<file path="src/sv/mkcld_pkg.sv">
`default_nettype none

package mkcld_pkg;

   // Default sizing
   localparam int NUM_PORTS_DEF  = 8;
   localparam int PIN_BITS_DEF   = 32;
   localparam int MAX_CLICKS_DEF = 15;

   // Fixed field widths
   localparam int PORT_W  = 3;
   localparam int CODE_W  = 32;
   localparam int TIME_W  = 16;
   localparam int CLICK_W = 4;
   localparam int EVENT_W = 5;
   localparam int CSR_AW  = 2;

   // Register indexes
   localparam logic [CSR_AW-1:0] CSR_TICK_PERIOD   = 2'd0;
   localparam logic [CSR_AW-1:0] CSR_RELEASE_TMO   = 2'd1;
   localparam logic [CSR_AW-1:0] CSR_LONG_PRESS    = 2'd2;

   // Register reset values
   localparam logic [TIME_W-1:0] TICK_PERIOD_RST = 16'd10;
   localparam logic [TIME_W-1:0] RELEASE_TMO_RST = 16'd300;
   localparam logic [TIME_W-1:0] LONG_PRESS_RST  = 16'd1000;

   // Stored event code for a long press (0 none, 1..15 clicks)
   localparam logic [EVENT_W-1:0] EVENT_LONG = 5'd16;

   // Result output queue
   localparam int OUT_DEPTH = 4;
   localparam int OUT_AW    = 2;

   typedef struct packed {
      logic [PORT_W-1:0]  port_out;
      logic               released;
      logic [CODE_W-1:0]  key_code;
      logic [TIME_W-1:0]  held_time;
      logic [CLICK_W-1:0] click_count;
      logic               long_press;
   } rsp_beat_type;

endpackage

`default_nettype wire

</file>
<file path="src/sv/mkcld_ram.sv">
`default_nettype none

module mkcld_ram #(
   parameter int WIDTH = 8,
   parameter int DEPTH = 8
) (
   input  wire logic                                   clock,
   input  wire logic                                   we,
   input  wire logic [((DEPTH > 1) ? $clog2(DEPTH) : 1)-1:0] waddr,
   input  wire logic [WIDTH-1:0]                       wdata,
   input  wire logic [((DEPTH > 1) ? $clog2(DEPTH) : 1)-1:0] raddr,
   output logic      [WIDTH-1:0]                       rdata
);

   logic [WIDTH-1:0] mem_ff [DEPTH];
   logic [WIDTH-1:0] rdata_ff;

   // read returns the old word on a same-address write
   always_ff @(posedge clock) begin
      if (we) begin
         mem_ff[waddr] <= wdata;
      end
      rdata_ff <= mem_ff[raddr];
   end

   assign rdata = rdata_ff;

endmodule

`default_nettype wire

</file>
<file path="src/sv/multi_key_click_longpress_detector.sv">
`default_nettype none

// Multi-key click and long-press detector.
// req channel: one beat per scan tick of one key port (port index, sampled
// pin levels, idle mask). An idle mask of zero or a port index past the last
// port is consumed with no effect. rsp channel: zero or one beat per tick;
// while a key is held each tick after the first reports the inverted pins and
// elapsed time (released = 0); once the release has lasted the timeout a
// final beat (released = 1) carries the click count or the long-press flag.
// csr port: plain write (csr_we, csr_index, csr_wdata), no read-back; write
// only while idle.
// A request beat is registered in the update stage, then written to the queue.
// Throughput: one request beat per cycle while req_stall is low. Per-port
// state sits in a single-port-write RAM with registered read; the tick reads
// at accept, updates and writes back the next cycle, and a one-entry bypass
// covers back-to-back ticks on the same port.
// Reset clears the registers to their defaults and marks every port's state
// as zero through per-port valid bits; no clearing pass is needed.
// rsp_stall: results go through a four-beat queue; req_stall rises once the
// queue plus the tick in flight hold three beats, so no beat is ever dropped.

module multi_key_click_longpress_detector #(
   parameter int NUM_PORTS  = mkcld_pkg::NUM_PORTS_DEF,
   parameter int PIN_BITS   = mkcld_pkg::PIN_BITS_DEF,
   parameter int MAX_CLICKS = mkcld_pkg::MAX_CLICKS_DEF
) (
   input  wire logic                        clock,
   input  wire logic                        reset,
   // request channel
   input  wire logic                        req_valid,
   output logic                             req_stall,
   input  wire logic [mkcld_pkg::PORT_W-1:0] req_port_index,
   input  wire logic [mkcld_pkg::CODE_W-1:0] req_pin_levels,
   input  wire logic [mkcld_pkg::CODE_W-1:0] req_idle_mask,
   // result channel
   output logic                             rsp_valid,
   input  wire logic                        rsp_stall,
   output logic [mkcld_pkg::PORT_W-1:0]     rsp_port_out,
   output logic                             rsp_released,
   output logic [mkcld_pkg::CODE_W-1:0]     rsp_key_code,
   output logic [mkcld_pkg::TIME_W-1:0]     rsp_held_time,
   output logic [mkcld_pkg::CLICK_W-1:0]    rsp_click_count,
   output logic                             rsp_long_press,
   // configuration
   input  wire logic                        csr_we,
   input  wire logic [mkcld_pkg::CSR_AW-1:0] csr_index,
   input  wire logic [mkcld_pkg::TIME_W-1:0] csr_wdata
);

   import mkcld_pkg::*;

   localparam int PORT_AW = (NUM_PORTS > 1) ? $clog2(NUM_PORTS) : 1;

   typedef struct packed {
      logic                key_is_down;
      logic [PIN_BITS-1:0] press_pattern;
      logic [TIME_W-1:0]   elapsed_ms;
      logic                release_seen;
      logic [CLICK_W-1:0]  running_clicks;
      logic [PIN_BITS-1:0] reported_code;
      logic [TIME_W-1:0]   reported_time;
      logic [EVENT_W-1:0]  reported_event;
   } port_state_type;

   localparam int ST_W = $bits(port_state_type);

   // ---------------- configuration registers ----------------
   logic [TIME_W-1:0] tick_period_ff;
   logic [TIME_W-1:0] release_tmo_ff;
   logic [TIME_W-1:0] long_limit_ff;

   always_ff @(posedge clock) begin
      if (reset) begin
         tick_period_ff <= TICK_PERIOD_RST;
         release_tmo_ff <= RELEASE_TMO_RST;
         long_limit_ff  <= LONG_PRESS_RST;
      end else if (csr_we) begin
         unique case (csr_index)
            CSR_TICK_PERIOD: tick_period_ff <= csr_wdata;
            CSR_RELEASE_TMO: release_tmo_ff <= csr_wdata;
            CSR_LONG_PRESS:  long_limit_ff  <= csr_wdata;
            default: ;  // unused index
         endcase
      end
   end

   // ---------------- accept stage ----------------
   logic                req_accept;
   logic                req_in_range;
   logic [PIN_BITS-1:0] req_mask;
   logic [PIN_BITS-1:0] req_levels;
   logic                req_keep;
   logic [PORT_AW-1:0]  req_addr;

   assign req_accept   = req_valid && !req_stall;
   assign req_in_range = ({29'd0, req_port_index} < 32'(NUM_PORTS));
   assign req_mask     = req_idle_mask[PIN_BITS-1:0];
   assign req_levels   = req_pin_levels[PIN_BITS-1:0] & req_mask;
   assign req_keep     = req_accept && req_in_range && (req_mask != '0);
   assign req_addr     = PORT_AW'(req_port_index);

   // ---------------- update stage registers ----------------
   logic                s1_valid_ff;
   logic [PORT_AW-1:0]  s1_port_ff;
   logic [PIN_BITS-1:0] s1_levels_ff;
   logic [PIN_BITS-1:0] s1_mask_ff;
   logic                rd_valid_ff;

   logic [NUM_PORTS-1:0] entry_valid_ff;   // port state written since reset
   logic                 byp_valid_ff;     // last write-back, for same-port ticks
   logic [PORT_AW-1:0]   byp_port_ff;
   port_state_type       byp_data_ff;

   logic [ST_W-1:0]      ram_rdata;
   port_state_type       st_cur;
   port_state_type       st_nxt;
   logic                 s1_emit;
   logic                 s1_final;
   rsp_beat_type         s1_beat;

   mkcld_ram #(
      .WIDTH (ST_W),
      .DEPTH (NUM_PORTS)
   ) u_state_ram (
      .clock (clock),
      .we    (s1_valid_ff),
      .waddr (s1_port_ff),
      .wdata (st_nxt),
      .raddr (req_addr),
      .rdata (ram_rdata)
   );

   always_ff @(posedge clock) begin
      if (reset) begin
         s1_valid_ff    <= 1'b0;
         entry_valid_ff <= '0;
         byp_valid_ff   <= 1'b0;
      end else begin
         s1_valid_ff <= req_keep;
         if (s1_valid_ff) begin
            entry_valid_ff[s1_port_ff] <= 1'b1;
            byp_valid_ff               <= 1'b1;
         end
      end
   end

   always_ff @(posedge clock) begin
      if (req_keep) begin
         s1_port_ff   <= req_addr;
         s1_levels_ff <= req_levels;
         s1_mask_ff   <= req_mask;
         rd_valid_ff  <= entry_valid_ff[req_addr];
      end
      if (s1_valid_ff) begin
         byp_port_ff <= s1_port_ff;
         byp_data_ff <= st_nxt;
      end
   end

   // current state: bypass beats RAM, unwritten entries read as zero
   always_comb begin
      if (byp_valid_ff && (byp_port_ff == s1_port_ff)) begin
         st_cur = byp_data_ff;
      end else if (rd_valid_ff) begin
         st_cur = port_state_type'(ram_rdata);
      end else begin
         st_cur = '0;
      end
   end

   // per-tick state update
   always_comb begin
      logic [TIME_W-1:0] el_sum;
      logic [TIME_W:0]   deadline;
      logic              all_up;
      st_nxt   = st_cur;
      s1_emit  = 1'b0;
      s1_final = 1'b0;
      el_sum   = st_cur.elapsed_ms + tick_period_ff;
      deadline = {1'b0, st_cur.reported_time} + {1'b0, release_tmo_ff};
      all_up   = (s1_levels_ff == s1_mask_ff);

      if (!st_cur.key_is_down) begin
         // up state: arm on the first pressed tick
         st_nxt.release_seen   = 1'b0;
         st_nxt.running_clicks = '0;
         st_nxt.press_pattern  = s1_levels_ff;
         if (!all_up) begin
            st_nxt.key_is_down    = 1'b1;
            st_nxt.running_clicks = CLICK_W'(1);
         end
      end else begin
         st_nxt.elapsed_ms = el_sum;
         if (all_up) begin
            st_nxt.release_seen = 1'b1;
            if ({1'b0, el_sum} >= deadline) begin
               // release lasted long enough: close the sequence
               s1_emit  = 1'b1;
               s1_final = 1'b1;
               st_nxt.release_seen = 1'b0;
               st_nxt.key_is_down  = 1'b0;
               st_nxt.elapsed_ms   = '0;
               if (st_cur.reported_time > long_limit_ff) begin
                  st_nxt.reported_event = EVENT_LONG;
               end else begin
                  st_nxt.reported_event = {1'b0, st_cur.running_clicks};
               end
            end
         end else begin
            s1_emit              = 1'b1;
            st_nxt.reported_code = ~s1_levels_ff;
            st_nxt.reported_time = el_sum;
         end
         // same pattern pressed again after a release: one more click
         if (!s1_final && (s1_levels_ff == st_cur.press_pattern) &&
             st_nxt.release_seen) begin
            if (st_cur.running_clicks < CLICK_W'(MAX_CLICKS)) begin
               st_nxt.running_clicks = st_cur.running_clicks + CLICK_W'(1);
            end
            st_nxt.release_seen = 1'b0;
         end
      end
   end

   always_comb begin
      s1_beat.port_out  = PORT_W'(s1_port_ff);
      s1_beat.released  = s1_final;
      s1_beat.key_code  = CODE_W'(st_nxt.reported_code);
      s1_beat.held_time = st_nxt.reported_time;
      if (st_nxt.reported_event == EVENT_LONG) begin
         s1_beat.click_count = '0;
         s1_beat.long_press  = 1'b1;
      end else begin
         s1_beat.click_count = st_nxt.reported_event[CLICK_W-1:0];
         s1_beat.long_press  = 1'b0;
      end
   end

   // ---------------- result queue ----------------
   rsp_beat_type      outq_ff [OUT_DEPTH];
   logic [OUT_AW-1:0] outq_wr_ff;
   logic [OUT_AW-1:0] outq_rd_ff;
   logic [OUT_AW:0]   outq_cnt_ff;
   logic              outq_push;
   logic              outq_pop;
   rsp_beat_type      outq_head;

   assign outq_push = s1_valid_ff && s1_emit;
   assign outq_pop  = rsp_valid && !rsp_stall;
   assign outq_head = outq_ff[outq_rd_ff];

   always_ff @(posedge clock) begin
      if (reset) begin
         outq_wr_ff  <= '0;
         outq_rd_ff  <= '0;
         outq_cnt_ff <= '0;
      end else begin
         if (outq_push) begin
            outq_wr_ff <= outq_wr_ff + OUT_AW'(1);
         end
         if (outq_pop) begin
            outq_rd_ff <= outq_rd_ff + OUT_AW'(1);
         end
         outq_cnt_ff <= outq_cnt_ff + (OUT_AW + 1)'(outq_push) - (OUT_AW + 1)'(outq_pop);
      end
   end

   always_ff @(posedge clock) begin
      if (outq_push) begin
         outq_ff[outq_wr_ff] <= s1_beat;
      end
   end

   // room for the tick in flight and one more
   assign req_stall = ((outq_cnt_ff + (OUT_AW + 1)'(s1_valid_ff)) >= (OUT_AW + 1)'(OUT_DEPTH - 1));

   assign rsp_valid       = (outq_cnt_ff != '0);
   assign rsp_port_out    = outq_head.port_out;
   assign rsp_released    = outq_head.released;
   assign rsp_key_code    = outq_head.key_code;
   assign rsp_held_time   = outq_head.held_time;
   assign rsp_click_count = outq_head.click_count;
   assign rsp_long_press  = outq_head.long_press;

endmodule

`default_nettype wire

</file>
<file path="config.mk">
export PLATFORM = sky130hd
export DESIGN_NAME = multi_key_click_longpress_detector
export DESIGN_NICKNAME = d
export VERILOG_FILES = /design/src/sv/mkcld_pkg.sv /design/src/sv/mkcld_ram.sv /design/src/sv/multi_key_click_longpress_detector.sv
export SDC_FILE = /design/constraint.sdc
export NUM_CORES = 1
export LEC_CHECK = 0
export ABC_AREA = 1
export BUFFER_PORTS_ARGS = -buffer_cell sky130_fd_sc_hd__buf_2
export CAP_MARGIN = 20
export CORE_AREA = 5 5 446 448
export CTS_CLUSTER_SIZE = 12
export DETAILED_ROUTE_END_ITERATION = 6
export DIE_AREA = 0 0 451 453
export HOLD_SLACK_MARGIN = 0.08
export SLEW_MARGIN = 10
export SYNTH_ARGS = -nofsm -noshare
export SYNTH_HDL_FRONTEND = slang
export SYNTH_SLANG_ARGS = --single-unit
</file>
<file path="constraint.sdc">
create_clock -name clock -period 8.6 [get_ports clock]
set_input_delay 0.43 -clock clock [delete_from_list [all_inputs] [get_ports clock]]
set_output_delay 0.43 -clock clock [all_outputs]
set_load 0.05 [all_outputs]
</file>
==> results of run 1 <==
state kept, by name (all words and copies together), names as in the netlist, 3 cells and up, named ones only:
name	flops
u_state_ram.rdata	107
s1_mask_ff	32
byp_data_ff	107
outq_cnt_ff	3
tick_period_ff	16
s1_levels_ff	32
entry_valid_ff	8
outq_ff	228
s1_port_ff	3
release_tmo_ff	16
byp_port_ff	3
u_state_ram.mem_ff	856
long_limit_ff	16
synthesized netlist by cell type (3+ instances only):
master,instances
sky130_fd_sc_hd__inv_2,6
sky130_fd_sc_hd__nor4_1,10
sky130_fd_sc_hd__nand3_1,181
sky130_fd_sc_hd__o22ai_1,166
sky130_fd_sc_hd__xnor2_1,33
sky130_fd_sc_hd__o21ai_1,5
sky130_fd_sc_hd__o211ai_1,9
sky130_fd_sc_hd__inv_1,221
sky130_fd_sc_hd__nor2_1,1055
sky130_fd_sc_hd__buf_2,25
sky130_fd_sc_hd__nor2_4,3
sky130_fd_sc_hd__nor3_1,15
sky130_fd_sc_hd__clkinv_1,5
sky130_fd_sc_hd__a211oi_1,3
sky130_fd_sc_hd__ha_1,73
sky130_fd_sc_hd__nand2_1,519
sky130_fd_sc_hd__or2_2,5
sky130_fd_sc_hd__o21a_1,4
sky130_fd_sc_hd__clkbuf_1,224
sky130_fd_sc_hd__a31oi_1,143
sky130_fd_sc_hd__a21oi_1,62
sky130_fd_sc_hd__a21o_1,3
sky130_fd_sc_hd__dfxtp_1,174
sky130_fd_sc_hd__buf_1,24
sky130_fd_sc_hd__xor2_1,28
sky130_fd_sc_hd__o21ai_0,672
sky130_fd_sc_hd__fa_1,3
sky130_fd_sc_hd__edfxtp_1,1262
sky130_fd_sc_hd__nand3b_1,19
sky130_fd_sc_hd__nand4_1,12
worst max-delay path by stage:
stage          slack [ns]                     from  cells after the start                            endpoint
5_1_grt              1.23  s1_port_ff[2]$_DFFE_PP_                     32           outq_cnt_ff[2]$_SDFF_PP0_
6_report             1.71  s1_port_ff[1]$_DFFE_PP_                     32           outq_cnt_ff[2]$_SDFF_PP0_
3_5_place_dp         1.50  s1_port_ff[1]$_DFFE_PP_                     28            outq_ff[3][48]$_DFFE_PP_
4_1_cts              1.47  s1_port_ff[1]$_DFFE_PP_                     28            outq_ff[3][10]$_DFFE_PP_
2_1_floorplan        0.17   s1_valid_ff$_SDFF_PP0_                      2  u_state_ram.mem_ff[5][0]$_DFFE_PP_
3_3_place_gp         1.57  s1_port_ff[1]$_DFFE_PP_                     28            outq_ff[3][48]$_DFFE_PP_
placed cells by master, fill, tap and decap left out, drive strengths merged, types with 82 or more instances in the layout:
cell,synthesis,layout
edfxtp,1262,1262
o22ai,166,166
dlygate4sd3,0,82
inv,227,236
dfxtp,174,174
a31oi,143,143
nand2,520,520
buf,50,225
clkbuf,224,248
o21ai,679,679
nand3,181,181
nor2,1058,1058
metal layers:
layer	routed length, um	share of wire
met1	65500	0.42
met2	77060	0.49
met3	7945	0.050
met4	7134	0.045
met5	0	0
metrics by stage:
stage	instances	total power, mW	worst slack [ns]	area [um^2]
3_3_place_gp	7462	12.21	1.569	61580
3_5_place_dp	7463	12.28	1.503	61590
6_report	7837	18.21	1.713	67130
4_1_cts	7810	18.30	1.474	66900
2_1_floorplan	4980	11.01	0.1672	57960
5_1_grt	7832	18.96	1.230	67120
cell families after synthesis:
logic type	Yosys count	synth area share
XOR/XNOR	61	0.009219
multiplexers	1	0.0001727
adder cells (fa/ha/maj)	76	0.01680
flip-flops	1436	0.7140
AO/OA/AOI/OAI	1077	0.1010
buffers and inverters	506	0.03338
AND/OR/NAND/NOR	1823	0.1254
where the power goes:
group	switching [mW]	internal, mW
sequential	0.215	8.56
clock	2.63	3.38
combinational	2.62	0.806
total	5.47	12.7
final cells by class:
class / count / area, um^2
Tap cell: 2542 / 3181
Inverter: 232 / 889.6
Sequential cell: 1436 / 41390
Antenna cell: 6 / 15.01
Fill cell: 18900 / 127100
Multi-Input combinational cell: 3038 / 14810
Clock buffer: 237 / 4095
Clock inverter: 28 / 387.9
Timing Repair Buffer: 318 / 2361
repair_timing:
item                                    in CTS  in global routing
endpoints found under the setup margin       0                  0
endpoints found under the hold margin      111                  0
hold buffers                                82                  0
critical path: cells and delay by family (launching register included):
| kind | cells | cell delay (ns) |
|---|---|---|
| buffers and inverters | 4 | 1.07 |
| AND/OR/NAND/NOR | 16 | 2.27 |
| adder cells (fa/ha/maj) | 5 | 1.72 |
| AO/OA/AOI/OAI | 6 | 0.99 |
| flip-flops | 1 | 0.53 |
| XOR/XNOR | 1 | 0.15 |
==> out/metrics.csv, run 1 <==
metric;value;unit
criticalPathCategory;reg2reg;
detailedRoute.firstPassIterationCount;5;
dieArea;204300;um^2
nNetsFinal;5337;
synth_fp_nets;5146;
groute.layer.met2.usage;0.2582;
grt_max_degree;211;
whs_path_depth;3;
post-route-drc-count;0;
maxClockFrequency;0.1452;GHz
dieHeight;453;um
clockRootBuffer;sky130_fd_sc_hd__clkbuf_16;
placeableCoreArea;194200;um^2
fraction_of_layout_cells_with_a_size_suffix_above_1;0.08735;
detail-route-antenna-nets;0;
crit_path_max_incr_delay;0.58;ns
finalHoldViolations;0;
path_max_fanout;43;
worstPathArrival;7.59;ns
post_cts_buffers;0;
number_of_gates_resized_after_cts;0;
critical_path_required;9.30;ns
grtUsageMet3;0.01819;
place.detailed.hpwl;90680;um
worst-slew-pin-transition;1.124;ns
fin_setup_tns;0;ns
hold_critical_path_endpoint;s1_levels_ff[0]$_DFFE_PP_;
count_of_mapped_cells_out_of_synthesis;4980;
finalCritPeriodShare;0.8008;
clkSlewWorstSetupHoldPaths;0.06;ns
synth_enable_flop_cells;1262;
run_status;finished, final reports clean;
number_of_global_route_vias_before_repair;37857;
synth_sequential_area_ratio;0.7140;
critical_path.most_common_cell;sky130_fd_sc_hd__nand2_1;
htree_levels;4;
avgRoutedWirePerCell;20.11;um
drt_iter0_drc;3607;
finClkSkew;0.04985;ns
grt.total_usage;0.1500;
whs;0.09848;ns
powerDensity;271.3;nW/um^2
die_width;451;um
rsz_0062_raised_after_global_routing;no;
timing.hold.worst.class;in2reg;
yosys_warnings;0;
clock_sink_count;1436;
synthToLayoutAreaGrowth;15.83;%
ff2ff_setup_slack;1.71;ns
grt_use_met1;0.1880;
maxSlewHeadroom;0.2471;
cts_tree;done;
report.final.slew_viol_count;0;
drt-vias-per-instance;4.921;
finalCoreUtilization;0.3457;
syn-mean-instance-area;11.64;um^2
syn_area;57950;um^2
post-synth-top-area-cell;sky130_fd_sc_hd__edfxtp_1;
std_cell_rows;162;
busiest_layer;met2;
grt_pass1_wl;236300;um
numPortBuffers;148;
antenna_found_initial;2;
yosys-top-cells-area;sky130_fd_sc_hd__edfxtp_1 65%, sky130_fd_sc_hd__nor2_1 6.8%, sky130_fd_sc_hd__dfxtp_1 6.0%;
crit_path_top_delay_cell;sky130_fd_sc_hd__buf_4;
cap_viol_max_count;0;
fin_crit;6.887;ns
ports;149;
route.vias.total;38569;
yosys_register_bits;1436;
place.gp.congestion;0.8928;
min_delay_startpoint;req_pin_levels[0];
ctsLongestPathBuffers;3;
initial_core_util;0.2984;
ys_types;42;
timing.final.setup_violations;0;
remaining_overflow_grt;0;
worst_setup_path_end_kind;register;
netlist.area_leader.share;0.6539;
r2r_end;outq_cnt_ff[2]$_SDFF_PP0_;
critPathLaunchType;register;
wl;157600;um
synthFlopType;sky130_fd_sc_hd__edfxtp_1;
post_synthesis_async_set_or_reset_flop_share;0;
rr_startpoint;s1_port_ff[1]$_DFFE_PP_;
total_leakage_power;23.73;nW
clkLatencyLatePin;0.79;ns
ff2ff_path_depth;32;
worst_ir_drop_vdd;184.2;uV
number_of_buffers_created_by_cts;145;
Note: power is estimated with default switching activity, not from simulation.
==> run 2, diff against run 1 <==
==> constraint.sdc (replaced) <==
create_clock -name clock -period 7 [get_ports clock]
set_input_delay 0.35 -clock clock [delete_from_list [all_inputs] [get_ports clock]]
set_output_delay 0.35 -clock clock [all_outputs]
set_load 0.05 [all_outputs]
==> run 2 against run 1 <==
Net effect: via count is 0.77% higher; largest cell class unchanged; global-route usage shrank 0.11 points; die area stayed put; register-to-register slack got worse by 1.2 ns; largest power group unchanged; count of clock-buffer cells in the layout is 1 lower; combinational power rose by 24%; sequential power grew 23%.
==> out/metrics.csv, run 2 (synthesized netlist as in run 1, its figures left out) <==
metric;value;unit
drt-vias-per-instance;4.952;
finish.instance_area;67320;um^2
maxSlewHeadroom;0.2257;
critical_path.most_common_cell;sky130_fd_sc_hd__nand2_1;
die_width;451;um
avgRoutedWirePerCell;20.12;um
timing.final.setup_violations;0;
route.vias.total;38867;
largest_register_ffs;856;
critPathLaunchType;register;
fraction_of_layout_cells_with_a_size_suffix_above_1;0.08937;
finalHoldViolations;0;
synthToLayoutAreaGrowth;16.16;%
remaining_overflow_grt;0;
htree_levels;4;
placed_cell_area;61720;um^2
cts_tree;done;
worst-slew-pin-transition;1.156;ns
ff2ff_setup_slack;0.56;ns
nNetsFinal;5358;
finalCritPeriodShare;0.9197;
timing.hold.worst.class;in2reg;
critical_path_required;7.44;ns
place.detailed.hpwl;90060;um
total_leakage_power;23.87;nW
layout_setup_ws;0.5622;ns
ff2ff_path_depth;33;
rsz_0062_raised_after_global_routing;no;
r2r_end;u_state_ram.mem_ff[4][66]$_DFFE_PP_;
grt_pass1_wl;234700;um
crit_path_top_delay_cell;sky130_fd_sc_hd__o21ai_0;
wl;157900;um
dieArea;204300;um^2
drt_iter0_drc;3810;
rr_startpoint;s1_port_ff[2]$_DFFE_PP_;
clock_sink_count;1436;
run_status;finished, final reports clean;
ports;149;
dp_slack;0.1851;ns
post_cts_buffers;0;
worst_setup_path_end_kind;register;
worst_ir_drop_vdd;247.5;uV
finalCoreUtilization;0.3467;
finClkSkew;0.03404;ns
detail-route-antenna-nets;0;
criticalPathCategory;reg2reg;
mostFrequentLayoutCell;sky130_fd_sc_hd__edfxtp_1;
std_cell_rows;162;
most_flops_register;u_state_ram.mem_ff;
detailedRoute.firstPassIterationCount;7;
number_of_buffers_created_by_cts;146;
number_of_global_route_vias_before_repair;37416;
worstPathArrival;6.88;ns
dieHeight;453;um
powerDensity;333.2;nW/um^2
timing.critical_path.from;s1_port_ff[2]$_DFFE_PP_;
finalPower;22.43;mW
antenna_found_initial;3;
grt.total_usage;0.1489;
clockRootBuffer;sky130_fd_sc_hd__clkbuf_16;
post-route-drc-count;0;
critPathCapture;u_state_ram.mem_ff[4][66]$_DFFE_PP_;
report.final.slew_viol_count;0;
numPortBuffers;148;
path_max_fanout;27;
initial_core_util;0.2984;
maxClockFrequency;0.1553;GHz
clkSlewWorstSetupHoldPaths;0.06;ns
fin_crit;6.438;ns
grt_max_degree;187;
largestRegisters;u_state_ram.mem_ff: 856 flops, outq_ff: 228 flops;
layout.cells.most_common_list;1262 x sky130_fd_sc_hd__edfxtp_1, 1043 x sky130_fd_sc_hd__nor2_1, 663 x sky130_fd_sc_hd__o21ai_0;
place.gp.congestion;0.9001;
crit_path_max_incr_delay;0.75;ns
whs;0.2038;ns
cap_viol_max_count;0;
clkLatencyLatePin;0.77;ns
placeableCoreArea;194200;um^2
ctsLongestPathBuffers;3;
run 2: layout make-up:
cell class | count | area, um^2
well taps | 2542 | 3181
clock buffers | 236 | 4217
fillers | 18955 | 126900
diodes | 3 | 7.507
inverters | 232 | 889.6
multi-input cells | 3038 | 14780
flip-flops and latches | 1436 | 41390
clock inverters | 24 | 291.5
repair buffers | 338 | 2566
run 2: through the flow:
stage	instances	setup TNS, ns
after floorplan	4980	-617.16
after global placement	7467	0
after detailed placement	7471	0
after CTS	7821	0
after global routing	7848	0
final	7849	0
run 2: how the worst min path moves through the flow:
stage / start / to / slack [ns] / cells after the start
final: req_port_index[1] / u_state_ram.rdata[48]$_DFF_P_ / 0.20 / 5
after CTS: req_port_index[1] / u_state_ram.rdata[34]$_DFF_P_ / 0.16 / 5
after floorplan: entry_valid_ff[1]$_SDFFE_PP0P_ / entry_valid_ff[1]$_SDFFE_PP0P_ / 0.43 / 2
after detailed placement: entry_valid_ff[5]$_SDFFE_PP0P_ / entry_valid_ff[5]$_SDFFE_PP0P_ / 0.45 / 2
after global routing: req_port_index[1] / u_state_ram.rdata[51]$_DFF_P_ / 0.22 / 5
after global placement: entry_valid_ff[1]$_SDFFE_PP0P_ / entry_valid_ff[1]$_SDFFE_PP0P_ / 0.44 / 2
run 2: repair_timing:
action,in CTS,in global routing
endpoints found under the setup margin,0,135
gates resized for setup,0,9
hold endpoints to repair,123,0
hold buffers,90,0
run 2: routing by layer:
metal | vias to the layer above | GRT usage | share of wire
met5 | - | 0 | 0
met4 | 0 | 0.05766 | 0.036
met3 | 261 | 0.02228 | 0.062
met2 | 1390 | 0.2551 | 0.49
met1 | 19155 | 0.1905 | 0.41
li1 | 18061 | - | -
run 2: power by group:
group | total (mW) | internal [mW] | leakage, nW | switching (mW)
Sequential | 10.8 | 10.5 | 13.0 | 0.255
Clock | 7.41 | 4.24 | 2.18 | 3.17
Combinational | 4.25 | 1.03 | 8.67 | 3.22
Total | 22.4 | 15.8 | 23.9 | 6.65
run 2: worst max-delay path, delay by kind of cell (launching register included):
family          cells  cell delay [ns]
buf+inv             5             0.73
flops               1             0.53
simple gates       16             1.81
compound gates      9             2.28
fa+ha+maj           2             0.54
xor+xnor            1             0.16
